### src/hw/rtl/assert_macros.svh
// assertion macros used by the converter top
`ifndef ASSERT_MACROS_SVH
`define ASSERT_MACROS_SVH
`ifndef SYNTHESIS
`define C2S_ASSERT(lbl, clk, rst_n, prop, msg) \
  lbl: assert property (@(posedge clk) disable iff (!rst_n) prop) else $error(msg);
`define C2S_ASSERT_NEXT(lbl, clk, rst_n, ante, cons, msg) \
  lbl: assert property (@(posedge clk) disable iff (!rst_n) (ante) |=> (cons)) else $error(msg);
`else
`define C2S_ASSERT(lbl, clk, rst_n, prop, msg)
`define C2S_ASSERT_NEXT(lbl, clk, rst_n, ante, cons, msg)
`endif
`endif

### src/hw/rtl/c2s_isqrt.sv
// pipelined integer square root, one root bit per stage
module c2s_isqrt #(
  parameter int W = 32
) (
  input  logic           clk_i,
  input  logic           en_i,
  input  logic [2*W-1:0] rad_i,
  output logic [W-1:0]   root_o
);

  localparam int RMW = W + 3;

  logic [2*W-1:0] rad_q  [W];
  logic [RMW-1:0] rem_q  [W];
  logic [W-1:0]   root_q [W];

  for (genvar j = 0; j < W; j++) begin : g_stage
    logic [2*W-1:0] rad_in;
    logic [RMW-1:0] rem_in, tmp, trial;
    logic [W-1:0]   root_in;
    logic           ge;

    if (j == 0) begin : g_first
      assign rad_in  = rad_i;
      assign rem_in  = '0;
      assign root_in = '0;
    end else begin : g_next
      assign rad_in  = rad_q[j-1];
      assign rem_in  = rem_q[j-1];
      assign root_in = root_q[j-1];
    end

    assign tmp   = {rem_in[RMW-4+1:0], rad_in[2*W-1 -: 2]};
    assign trial = {1'b0, root_in, 2'b01};
    assign ge    = (tmp >= trial);

    always_ff @(posedge clk_i) begin
      if (en_i) begin
        rad_q[j]  <= {rad_in[2*W-3:0], 2'b00};
        rem_q[j]  <= ge ? (tmp - trial) : tmp;
        root_q[j] <= {root_in[W-2:0], ge};
      end
    end
  end

  assign root_o = root_q[W-1];

endmodule

### config.mk
export PLATFORM = sky130hd
export DESIGN_NAME = c2s_isqrt
export DESIGN_NICKNAME = d
export VERILOG_FILES = /design/src/hw/rtl/assert_macros.svh /design/src/hw/rtl/c2s_isqrt.sv
export SDC_FILE = /design/constraint.sdc
export NUM_CORES = 2
export LEC_CHECK = 0
export BUFFER_PORTS_ARGS = -buffer_cell sky130_fd_sc_hd__buf_4
export CORE_MARGIN = 2
export CORE_UTILIZATION = 40
export DETAILED_ROUTE_END_ITERATION = 16
export GPL_ROUTABILITY_DRIVEN = 0
export GPL_TIMING_DRIVEN = 0
export PLACE_DENSITY = 0.59
export SETUP_SLACK_MARGIN = 0.4
export SYNTH_ARGS = -nofsm -noshare
export SYNTH_HDL_FRONTEND = slang
export SYNTH_MEMORY_MAX_BITS = 65536
export SYNTH_SLANG_ARGS = --single-unit
### constraint.sdc
create_clock -name clk_i -period 3.9 [get_ports clk_i]
set_input_delay 0.39 -clock clk_i [delete_from_list [all_inputs] [get_ports clk_i]]
set_output_delay 0.39 -clock clk_i [all_outputs]
set_load 0.01 [all_outputs]
==> results.txt <==
The via count of the first global-routing pass came to 70288. The async set or reset register ratio after synthesis came out at 0%. The number of vias per cell after detailed routing is 5.23.

The worst register-to-register path ends at rem_q[8][28]. The number of nets in the synthesized netlist is 9632. The required time of the critical path is 4.50 ns.

The number of H-tree levels is 5. The layout cell share with drive strength beyond 1 is 10.6%. Dividing the final minimum period by the clock period gives 90.8%.

The final count of pins violating max slew is 0. The standard-cell row count is 198. The core region is between 200000 and 300000 µm². The signal on the critical path passes through or4_4 -> or4_4 -> or3_4 -> or3_4 -> a211o_1 -> or3_4 -> o211ai_4 -> buf_6 -> nor3_1 -> xor2_1. The post-synthesis cell type count came out at 85.

The clock sink total came out at between 2000 and 2500. The maximum clock frequency is 0.282 GHz. Setup repair after global routing could not meet its margin everywhere. The finished cells cover 134000 µm². In this run the critical register-to-register path is launched from rem_q[7][18]. The reported leakage power is 51.1 nW. The worst setup timing slack at the placement stage came out at -0.886 ns. The width of the chip is between 500 and 600 µm. The run finished with clean final reports.

The final cell count without fillers is 13672. The worst hold path begins at en_i. The first-pass iteration count of the detailed router is 6. The final-report hold violation count is 0. Cells fill 46.3% of the core in the end.

The vias after detailed routing came out at 71565. In this run the deepest clock path goes through 4 buffers. For this block, the initial DRC count from the detailed router was 5545. The layout-stage area growth over the synthesis result is 15.4%. The slowest stage of the critical path is the sky130_fd_sc_hd__or4_4 cell. The netlist area before placement came out at 116000 µm².

The flip-flop and latch count after synthesis is 2494. The setup TNS after final layout came out at 0 ns. After legalization and detailed placement, the total HPWL measured 170000 µm.

The number of placed instances, taps included came out at between 10000 and 15000. Between clock sinks in the finished design, the worst skew comes to between 0.07 and 0.08 ns. In this run the cell area measured after placement is around 120000 µm². Of the synthesized area, sequential elements account for between 60% and 70%. 98 I/O pins were placed. The critical path launch point type is a flip-flop. At the pin with the least slew margin, the transition time is 1.07 ns.

For hold timing, the worst endpoint is rad_q[5][41]. By instance count, the cell type seen most on the critical path is sky130_fd_sc_hd__or3_4. The total DRC errors in the routed layout is 0. TritonCTS built the clock tree. The global-route congestion overflow total came out at 0. The number of maximum-capacitance constraint violations is 0.

The combined global-route utilization of all metal layers came out at 15.9%. The largest incremental delay on the critical path came out at approximately 0.55 ns. The largest vdd supply drop came out at 0.455 mV.

The routed wire length came out at 241000 µm. The data arrival at the endpoint of the critical path is 4.14 ns. The initial utilization of the core area, before any placement, comes to 40.1%. The worst register-to-register path has a depth of 10. The Yosys step of the flow raised 0 warnings.

The initial antenna violation count came out at 4. Yosys mapped a number of flops with a built-in enable equal to between 2000 and 2500. In this run the clock root is driven by a sky130_fd_sc_hd__clkbuf_16. The critical path is of the flip-flop to flip-flop type. The global-route wire length before repair is 379000 µm. In this run the power density over the cells is 584 nW/µm². In this run the worst hold path is classified as input pin to flip-flop. The count of mapped cells out of synthesis is between 9000 and 10000.

The time the worst path needs with I/O delays and setup came out at 3.54 ns. The synthesized area per cell is 12.9 µm². The full die area came out at 295000 µm².

The worst max-slew margin expressed relative to the limit is 28.4%. The pin count of the biggest net entering global routing came out at approximately 200. The total of endpoints with negative setup slack in the final report came out at 0. Clock-pin slew was measured on the worst setup and hold paths at around 0.060 ns.

The count of port buffers added during placement is 97. The number of buffers and inverters on the critical path is 1. The worst hold path cell count came out at 2.

The primary flip-flop cell chosen by synthesis mapping is sky130_fd_sc_hd__edfxtp_1. The worst reg-to-reg setup slack came out at roughly 0.36 ns. STA classifies the critical path endpoint as a flip-flop.

The overall die height is 544 µm. The worst path setup slack after routing is around 0.36 ns. The count of nets left with antenna violations after detail routing is 0. The latest clock arrival within the worst-skew pair came out at 0.91 ns. The routed length per placed instance is 17.6 µm. The clock buffer count from CTS came out at 283. The cell type group with the largest total delay on the critical path is simple AND/OR/NAND/NOR gates.

The number of nets in the layout came out at 10177. The critical-path maximum fanout came out at 5.
[cell families after synthesis]
group / share of synthesized area (%)
other: 0.00322
multiplexers: 1.02
XOR/XNOR: 5.94
adder cells (fa/ha/maj): 6.03
buffers and inverters: 2.88
flip-flops: 64.3
AO/OA/AOI/OAI: 9.88
AND/OR/NAND/NOR: 9.92
[report_power, final]
part / switching [W] / internal, W
Sequential: 0.00213 / 0.0339
Clock: 0.0106 / 0.0152
Combinational: 0.00956 / 0.00706
Total: 0.0223 / 0.0562
[how the worst max path moves through the flow]
stage	end	slack [ns]	depth (start not counted)	from
after floorplan	rem_q[23][14]	0.46	10	rem_q[22][2]
after global placement	rad_q[20][53]	-19.90	1	en_i
after detailed placement	rem_q[29][4]	-0.89	12	root_q[28][0]
after CTS	rem_q[8][18]	0.32	10	rem_q[7][18]
after global routing	rem_q[12][7]	0.20	10	root_q[11][0]
final	rem_q[8][28]	0.36	10	rem_q[7][18]
[per-layer routing]
layer / GRT usage (%) / routed length, µm / vias up
li1: - / - / 34530
met1: 20.4 / 102000 / 34609
met2: 27.2 / 118000 / 1873
met3: 2.06 / 11500 / 553
met4: 6.09 / 9060 / 0
met5: 0 / 0 / -
[Yosys cell counts (all sizes together), types with 70 or more instances]
cell type  number  area, µm²
a21o          248       1860
a21oi         546       2730
and3           70        438
clkbuf        146        548
edfxtp       2494      74900
ha            561       7020
inv           716       2690
mux2           98       1100
nand2         591       2220
nand2b        104        651
nand3         139        696
nand4          85        532
nor2          547       2050
nor2b          89        557
nor3          222       1120
nor4          110        709
o21a          116        871
o21ai         485       2430
or3           110        688
xnor2         390       3420
xor2          400       3500
[cell usage in the layout, fill, tap and decap left out, types with 184 or more instances in the layout]
| cell type | count |
|---|---|
| sky130_fd_sc_hd__a21o_1 | 248 |
| sky130_fd_sc_hd__a21oi_1 | 531 |
| sky130_fd_sc_hd__buf_4 | 184 |
| sky130_fd_sc_hd__clkbuf_16 | 290 |
| sky130_fd_sc_hd__edfxtp_1 | 2494 |
| sky130_fd_sc_hd__ha_1 | 543 |
| sky130_fd_sc_hd__inv_1 | 712 |
| sky130_fd_sc_hd__nand2_1 | 588 |
| sky130_fd_sc_hd__nor2_1 | 540 |
| sky130_fd_sc_hd__nor3_1 | 208 |
| sky130_fd_sc_hd__o21ai_0 | 456 |
| sky130_fd_sc_hd__xnor2_1 | 388 |
| sky130_fd_sc_hd__xor2_1 | 399 |
[registers in the layout, summed over array words and instances, names as in the netlist]
signal and count:
rem_q 974, rad_q 992, root_q 528
[layout make-up]
type                    count  area, µm²
plain buffers             172        915
flip-flops and latches   2494      74900
fillers                 25867     156000
clock buffers             341       7450
repair buffers            260       2460
multi-input cells        5623      39500
clock inverters           165       1610
inverters                 716       2690
diodes                      1       2.50
well taps                3900       4880
[stage by stage]
step	total power [W]	hold slack, ns
final	0.0785	0.155
after global routing	0.0826	0.136
after CTS	0.0790	0.0955
after detailed placement	0.0523	0.405
after global placement	0.0531	0.400
after floorplan	0.0473	0.400
[repair_timing]
item	CTS	global route
endpoints found under the setup margin	656	673
setup buffers	37	41
gates cloned	1	1
gates resized for setup	186	278
hold endpoints to repair	76	0
hold buffers	68	0
pin swaps	22	41
No activity file was read; power rests on OpenSTA's default activity.
