==> config.mk <==
export PLATFORM = sky130hd
export DESIGN_NAME = c2s_queue
export DESIGN_NICKNAME = d
export VERILOG_FILES = /design/src/hw/rtl/assert_macros.svh /design/src/hw/rtl/c2s_queue.sv
export SDC_FILE = /design/constraint.sdc
export NUM_CORES = 1
export LEC_CHECK = 0
export BUFFER_PORTS_ARGS = -buffer_cell sky130_fd_sc_hd__buf_4
export CAP_MARGIN = 20
export CORE_ASPECT_RATIO = 0.8
export CORE_MARGIN = 4
export CORE_UTILIZATION = 48
export CTS_CLUSTER_DIAMETER = 60
export DETAILED_ROUTE_END_ITERATION = 12
export GPL_TIMING_DRIVEN = 0
export PLACE_DENSITY_LB_ADDON = 0.3
export SETUP_SLACK_MARGIN = 0.02
export SYNTH_ARGS = -nofsm -noshare
export SYNTH_HDL_FRONTEND = slang
export SYNTH_SLANG_ARGS = --single-unit
==> constraint.sdc <==
create_clock -name clk_i -period 1.78 [get_ports clk_i]
set_input_delay 0.178 -clock clk_i [delete_from_list [all_inputs] [get_ports clk_i]]
set_output_delay 0.178 -clock clk_i [all_outputs]
set_load 0.05 [all_outputs]
==> src/hw/rtl/assert_macros.svh <==
// assertion macros used by the converter top
`ifndef ASSERT_MACROS_SVH
`define ASSERT_MACROS_SVH
`ifndef SYNTHESIS
`define C2S_ASSERT(lbl, clk, rst_n, prop, msg) \
  lbl: assert property (@(posedge clk) disable iff (!rst_n) prop) else $error(msg);
`define C2S_ASSERT_NEXT(lbl, clk, rst_n, ante, cons, msg) \
  lbl: assert property (@(posedge clk) disable iff (!rst_n) (ante) |=> (cons)) else $error(msg);
`else
`define C2S_ASSERT(lbl, clk, rst_n, prop, msg)
`define C2S_ASSERT_NEXT(lbl, clk, rst_n, ante, cons, msg)
`endif
`endif

==> src/hw/rtl/c2s_queue.sv <==
// short flop queue between front and back
module c2s_queue #(
  parameter int DW    = 8,
  parameter int DEPTH = 2
) (
  input  logic          clk_i,
  input  logic          rst_ni,
  input  logic          push_valid_i,
  output logic          push_ready_o,
  input  logic [DW-1:0] push_data_i,
  output logic          pop_valid_o,
  input  logic          pop_ready_i,
  output logic [DW-1:0] pop_data_o
);

  localparam int PW   = (DEPTH > 1) ? $clog2(DEPTH) : 1;
  localparam int CNTW = $clog2(DEPTH + 1);

  logic [DW-1:0]   mem_q [DEPTH];
  logic [PW-1:0]   wr_ptr_q, rd_ptr_q;
  logic [CNTW-1:0] cnt_q;
  logic            push, pop;

  assign push_ready_o = (cnt_q != CNTW'(DEPTH));
  assign pop_valid_o  = (cnt_q != '0);
  assign push         = push_valid_i && push_ready_o;
  assign pop          = pop_valid_o && pop_ready_i;
  assign pop_data_o   = mem_q[rd_ptr_q];

  always_ff @(posedge clk_i or negedge rst_ni) begin
    if (!rst_ni) begin
      wr_ptr_q <= '0;
      rd_ptr_q <= '0;
      cnt_q    <= '0;
    end else begin
      if (push) begin
        wr_ptr_q <= (wr_ptr_q == PW'(DEPTH - 1)) ? '0 : wr_ptr_q + 1'b1;
      end
      if (pop) begin
        rd_ptr_q <= (rd_ptr_q == PW'(DEPTH - 1)) ? '0 : rd_ptr_q + 1'b1;
      end
      if (push && !pop) begin
        cnt_q <= cnt_q + 1'b1;
      end else if (pop && !push) begin
        cnt_q <= cnt_q - 1'b1;
      end
    end
  end

  always_ff @(posedge clk_i) begin
    if (push) begin
      mem_q[wr_ptr_q] <= push_data_i;
    end
  end

endmodule

==> results of run 1 <==
-- state kept, by name, summed over array words and instances (netlist names) --
register / cells
cnt_q: 2
mem_q: 16
rd_ptr_q: 1
wr_ptr_q: 1
-- routing by layer --
layer | share of wire | GRT usage
met5 | 0 | 0
met4 | 0 | 0.0306
met3 | 0.089 | 0.0707
met2 | 0.55 | 0.210
met1 | 0.36 | 0.117
-- metrics by stage --
step / util / instances / instance area [µm²] / hold WS (ns)
5_1_grt: 0.702 / 90 / 1030 / 0.0110
3_5_place_dp: 0.660 / 85 / 971 / -0.0225
2_1_floorplan: - / 43 / 787 / -0.118
6_report: 0.702 / 90 / 1030 / 0.0554
4_1_cts: 0.702 / 90 / 1030 / 0.0355
3_3_place_gp: 0.660 / 85 / 971 / -0.0222
-- worst min-delay path by stage --
stage                   startpoint     endpoint  slack, ns
global route        push_data_i[5]  mem_q[0][5]       0.01
CTS                 push_data_i[5]  mem_q[0][5]       0.04
floorplan                   rst_ni     cnt_q[0]      -0.12
detailed placement          rst_ni     wr_ptr_q      -0.02
finish              push_data_i[5]  mem_q[0][5]       0.06
global placement            rst_ni     cnt_q[1]      -0.02
-- cell usage after synthesis --
cell,number,area share
and3_1,1,0.0080
nand2_1,1,0.0048
nand2_4,1,0.014
edfxtp_1,16,0.61
or2_4,1,0.011
mux2_2,8,0.11
xnor2_1,3,0.033
inv_1,1,0.0048
nand2b_4,1,0.017
dfrtp_1,4,0.13
ha_1,1,0.016
xor2_1,2,0.022
nor2_1,2,0.0095
buf_2,1,0.0064
-- timing repair --
item | 4_1_cts | 5_1_grt
hold buffers | 1 | 0
endpoints found under the hold margin | 4 | 0
gates resized for setup | 0 | 0
buffers inserted | 0 | 0
-- power breakdown --
group	total (mW)	switching [mW]	internal [mW]
Combinational	0.956	0.603	0.353
Clock	0.357	0.129	0.228
Sequential	0.715	0.0605	0.654
Total	2.03	0.793	1.24
-- cell families after synthesis --
family,Yosys count
flip-flops,20
multiplexers,8
AND/OR/NAND/NOR,7
XOR/XNOR,5
buffers and inverters,2
adder cells (fa/ha/maj),1
-- cell type report --
cell class	instances	area, µm²	share of cell area
flip-flops and latches	20	581	0.562
multi-input cells	21	198	0.191
repair buffers	22	168	0.162
clock inverters	1	30.0	0.0291
well taps	21	26.3	0.0254
clock buffers	3	22.5	0.0218
plain buffers	1	5.00	0.00484
inverters	1	3.75	0.00363
==> impl_results.md, run 1 <==
* Final min period at 1.58 ns
* Die ar. at 0.00236 mm²
* Stages on the worst setup path at 3
* Die Y at 44.2 µm
* Largest family of logic cells by synthesized area: multiplexers
* Initial antenna violation count at 0
* Ratio of cells with drive above 1 in the final layout at 0.536
* # DRC at 0
* Yosys reg bits at 20
* Synth cell types at 14
* Peak Freq at 631 MHz
* Crit path buffers/inverters at 2
* Worst path slowest cell: mux2_2
* Drt pass-1 iters at 2
* CTS tree: yes
* CP startpoint kind: flop
* WHS Path Cells at 1
* Synth Instances at 43
* Max Slew Vio Count at 0
* Pwr dens at 1960 mW/mm²
* Setup TNS at 0 ns
* Xor and xnor area share after synthesis at 0.0556
* Most frequent cells in the layout: 21 x buf_4, 16 x edfxtp_1, 8 x mux2_2
* CTS sink cnt at 20
* Crit path capture: pop_data_o[7]
* CP max FO at 9
* IO Pins at 22
* CP top delay family: buffers and inverters
* Worst vdd ir at 1.15 mV
* Reg2reg path depth at 3
* Placer Congestion at 0.747
* Final period util at 0.890
* Most common cell after layout, fill and taps aside: buf_4
* Worst-Margin Slew at 0.680 ns
* Fraction of the mapped netlist area in adder cells at 0.0159
* GRT Util Overall at 0.119
* Synth Area in Compound Gates at 0
* Status: completed
* Antenna diode count at 0
* DRT iter0 DRCs at 9
* CP Launch Point: rd_ptr_q
* Routed vias/inst at 4.62
* Simple-gate share of the synthesized area at 0.0652
* Power, Total at 2.03 mW
* Reg-to-reg endpoint: mem_q[0][3]
* Port bufs at 21
* Relative max-transition margin at 0.545
* DR vias at 416
* Vias in the first global route at 445
* CTS max path bufs at 2
* Nets at 83
* Worst R2R Start: cnt_q[0]
* RSZ-0062 raised after global routing: false
* Largest net degree at the start of global routing at 13
* R2R Setup Slk at 0.20 ns
* Slowest Stage Delay on Critical Path at 0.36 ns
* Post-synthesis cell area at 787 µm²
* Total congestion overflow at 0
* H-tree levels at 1
* Max-cap violation count at 0
* CP arrival at 1.41 ns
* Fillers at 120
* Layout Skew at 0.00461 ns
* Num CTS Buffers at 3
* Detail Route Antenna Nets at 0
* CTS clock-pin slew for the worst setup and hold paths at 0.10 ns
* DP Wirelength at 865 µm
* Avg WL per Cell at 12.8 µm
* Leak pwr at 0.424 nW
* Initial Utilization at 0.535
* Post-route setup slack at 0.196 ns
* Synth warn at 0
* Critical path class: flop to primary output
* Clock Root Buffer: clkbuf_4
* Die Span X at 53.3 µm
* Final wirelength at 1150 µm
* Clk_lat worst skew at 0.30 ns
* Final Setup Violations at 0
* Mux cell area share after synthesis at 0.114
* Syn_nets at 56
* Worst hold path type: input port to flop
* Worst setup EP type: primary output
* FP Rows at 12
* Final hold violation count at 0
* DP Worst Slack at 0.205 ns
* Critical Path RT at 1.60 ns
* First-pass GRT wire length at 1880 µm
* Critical Path, Cell by Cell: buf_2, mux2_2, buf_4
* Synth-to-Final Area Change at 31.3%
* Register area share after synthesis at 0.738
* Core area at 0.00147 mm²
* Avg Cell Area, Syn at 18.3 µm²
Note: power is estimated with default switching activity, not from simulation.
==> run 2: changes to the inputs <==
--- a/config.mk
+++ b/config.mk
@@ -9,7 +9,7 @@
 export CAP_MARGIN = 20
 export CORE_ASPECT_RATIO = 0.8
 export CORE_MARGIN = 4
-export CORE_UTILIZATION = 48
+export CORE_UTILIZATION = 36
 export CTS_CLUSTER_DIAMETER = 60
 export DETAILED_ROUTE_END_ITERATION = 12
 export GPL_TIMING_DRIVEN = 0
==> impl_results.md, run 2 (synthesis gave the netlist of run 1 again) <==
* Pwr dens at 1860 mW/mm² (-5.3%)
* Worst setup EP type: flop
* Placer Congestion at 0.688 (-7.9%)
* Synth-to-Final Area Change at 28.5%
* Max-cap violation count at 0 (unchanged)
* Setup TNS at 0 ns (unchanged)
* Max FFs per register at 16 (unchanged)
* Most frequent cells in the layout: 21 x buf_4, 16 x edfxtp_1, 8 x mux2_2
* Drt pass-1 iters at 2 (unchanged)
* Post_cts resized at 0 (unchanged)
* Die Span X at 60.3 µm (+13%)
* Max Slew Vio Count at 0 (unchanged)
* Post-CTS setup buffer count at 0 (unchanged)
* Avg WL per Cell at 12.2 µm (-4.5%)
* Die ar. at 0.00300 mm² (+27%)
* CTS tree: yes
* Ratio of cells with drive above 1 in the final layout at 0.522 (-0.0145)
* Worst path slowest cell: nor2_1
* Layout Skew at 0.00855 ns (+0.00394 ns)
* FP Rows at 14 (+2)
* Relative max-transition margin at 0.527 (-0.0181)
* GRT Util Overall at 0.0885 (-0.0305)
* Critical path class: flop to flop
* Port bufs at 21 (unchanged)
* Clk_lat worst skew at 0.29 ns (about the same)
* CP max FO at 8 (-1)
* Initial antenna violation count at 0 (unchanged)
* R2R Setup Slk at 0.16 ns (-0.04 ns)
* Global routing met1 resource utilization at 0.117 (-0.000230)
* Slowest Stage Delay on Critical Path at 0.56 ns (+0.20 ns)
* Worst-Margin Slew at 0.707 ns (+0.0270 ns)
* Layer with the highest usage: met2
* Final wirelength at 1130 µm (-1.3%)
* Critical Path, Cell by Cell: nand2b_4, nand2_1, nor2_1
* Core area at 0.00198 mm² (+35%)
* Critical Path RT at 1.71 ns (+0.11 ns)
* # DRC at 0 (unchanged)
* Most common cell after layout, fill and taps aside: buf_4
* DRT iter0 DRCs at 1 (-8)
* Detail Route Antenna Nets at 0 (unchanged)
* Vias in the first global route at 427 (-4.0%)
* Num CTS Buffers at 3 (unchanged)
* Routed vias/inst at 4.30 (-6.9%)
* Nets at 83 (unchanged)
* Top reg by flops: mem_q
* Placed insts at 88 (+3.5%)
* Worst hold path type: input port to flop
* Cell Area, Placed at 975 µm² (+0.39%)
* Sequential Area at 581 µm² (unchanged)
* Largest net degree at the start of global routing at 12 (-1)
* Final hold violation count at 0 (unchanged)
* Clock Root Buffer: clkbuf_4
* H-tree levels at 1 (unchanged)
* CP arrival at 1.55 ns (+0.14 ns)
* CTS sink cnt at 20 (unchanged)
* CTS clock-pin slew for the worst setup and hold paths at 0.10 ns (about the same)
* First-pass GRT wire length at 1900 µm (+1.1%)
* Area occupied by multi-input gates at 198 µm² (unchanged)
* Antenna diode count at 0 (unchanged)
* Peak Freq at 617 MHz (-2.3%)
* Design Area, Final at 0.00101 mm² (-2.2%)
* Worst vdd ir at 1.19 mV (+3.7%)
* Leak pwr at 0.411 nW (-3.1%)
* Met3 Usage GRT at 0.0470 (-0.0237)
* Final Non-Filler Cells at 93 (+3.3%)
* CTS max path bufs at 2 (unchanged)
* Initial Utilization at 0.398 (-0.137)
* Fillers at 183 (+53%)
* Grt met2 use at 0.131 (-0.0790)
* Final period util at 0.911 (+0.0210)
* Die Y at 49.8 µm (+13%)
* Biggest regs: mem_q x16, cnt_q x2
* Final Setup Violations at 0 (unchanged)
* DR vias at 400 (-3.8%)
* IO Pins at 22 (unchanged)
* RSZ-0062 raised after global routing: false
* Total congestion overflow at 0 (unchanged)
* CP startpoint kind: flop
* Final min period at 1.62 ns (+0.0373 ns)
* Status: completed
[run 2: cell types whose count changed in the layout (fill, tap and decap cells not counted)]
cell / delta
bufinv_16: -1
clkbuf_1: +1
[run 2: final cells by class]
| type | instances | area share |
|---|---|---|
| Timing Repair Buffer | 22 | 0.166 |
| Tap cell | 24 | 0.0297 |
| Inverter | 1 | 0.00371 |
| Multi-Input combinational cell | 21 | 0.196 |
| Buffer | 1 | 0.00495 |
| Clock buffer | 4 | 0.0260 |
| Sequential cell | 20 | 0.574 |
[run 2: per-layer routing]
| metal | vias to the layer above | routed length [µm] |
|---|---|---|
| li1 | 205 | - |
| met3 | 0 | 83 |
| met1 | 182 | 511 |
| met4 | 0 | 0 |
| met5 | - | 0 |
| met2 | 13 | 539 |
[run 2: where the power goes]
group          switching [mW]  leakage (nW)  total [mW]  internal, mW
Clock                   0.123        0.0150       0.211        0.0871
Combinational           0.603         0.201       0.956         0.353
Sequential             0.0586         0.195       0.713         0.654
[run 2: path summary, 6_finish.rpt]
path / from / end / depth (start not counted)
max: cnt_q[0] / mem_q[0][6] / 3
min: push_data_i[7] / mem_q[0][7] / 1
max reg2reg: cnt_q[0] / mem_q[0][6] / 3
max in group asynchronous: rst_ni / cnt_q[1] / 2
min in group asynchronous: rst_ni / cnt_q[0] / 2
min reg2reg: wr_ptr_q / wr_ptr_q / 1
[run 2: worst max-delay path, delay by kind of cell, from the launching register on]
family,cells,cell delay [ns]
DFF,1,0.44
and+or+nand+nor,3,0.81
[run 2: through the flow]
stage	setup slack, ns	hold WS [ns]	power (mW)	utilization
floorplan	0.279	-0.118	1.44	-
global placement	0.153	-0.0220	1.68	0.492
detailed placement	0.167	-0.0221	1.69	0.492
CTS	0.124	0.0505	1.91	0.511
global route	0.0514	0.0394	1.99	0.511
finish	0.159	0.0601	1.88	0.511
[run 2: what timing repair did]
action / 4_1_cts / 5_1_grt
endpoints found under the hold margin: 4 / 0
hold buffers: 1 / 0
setup endpoints to repair: 0 / 0
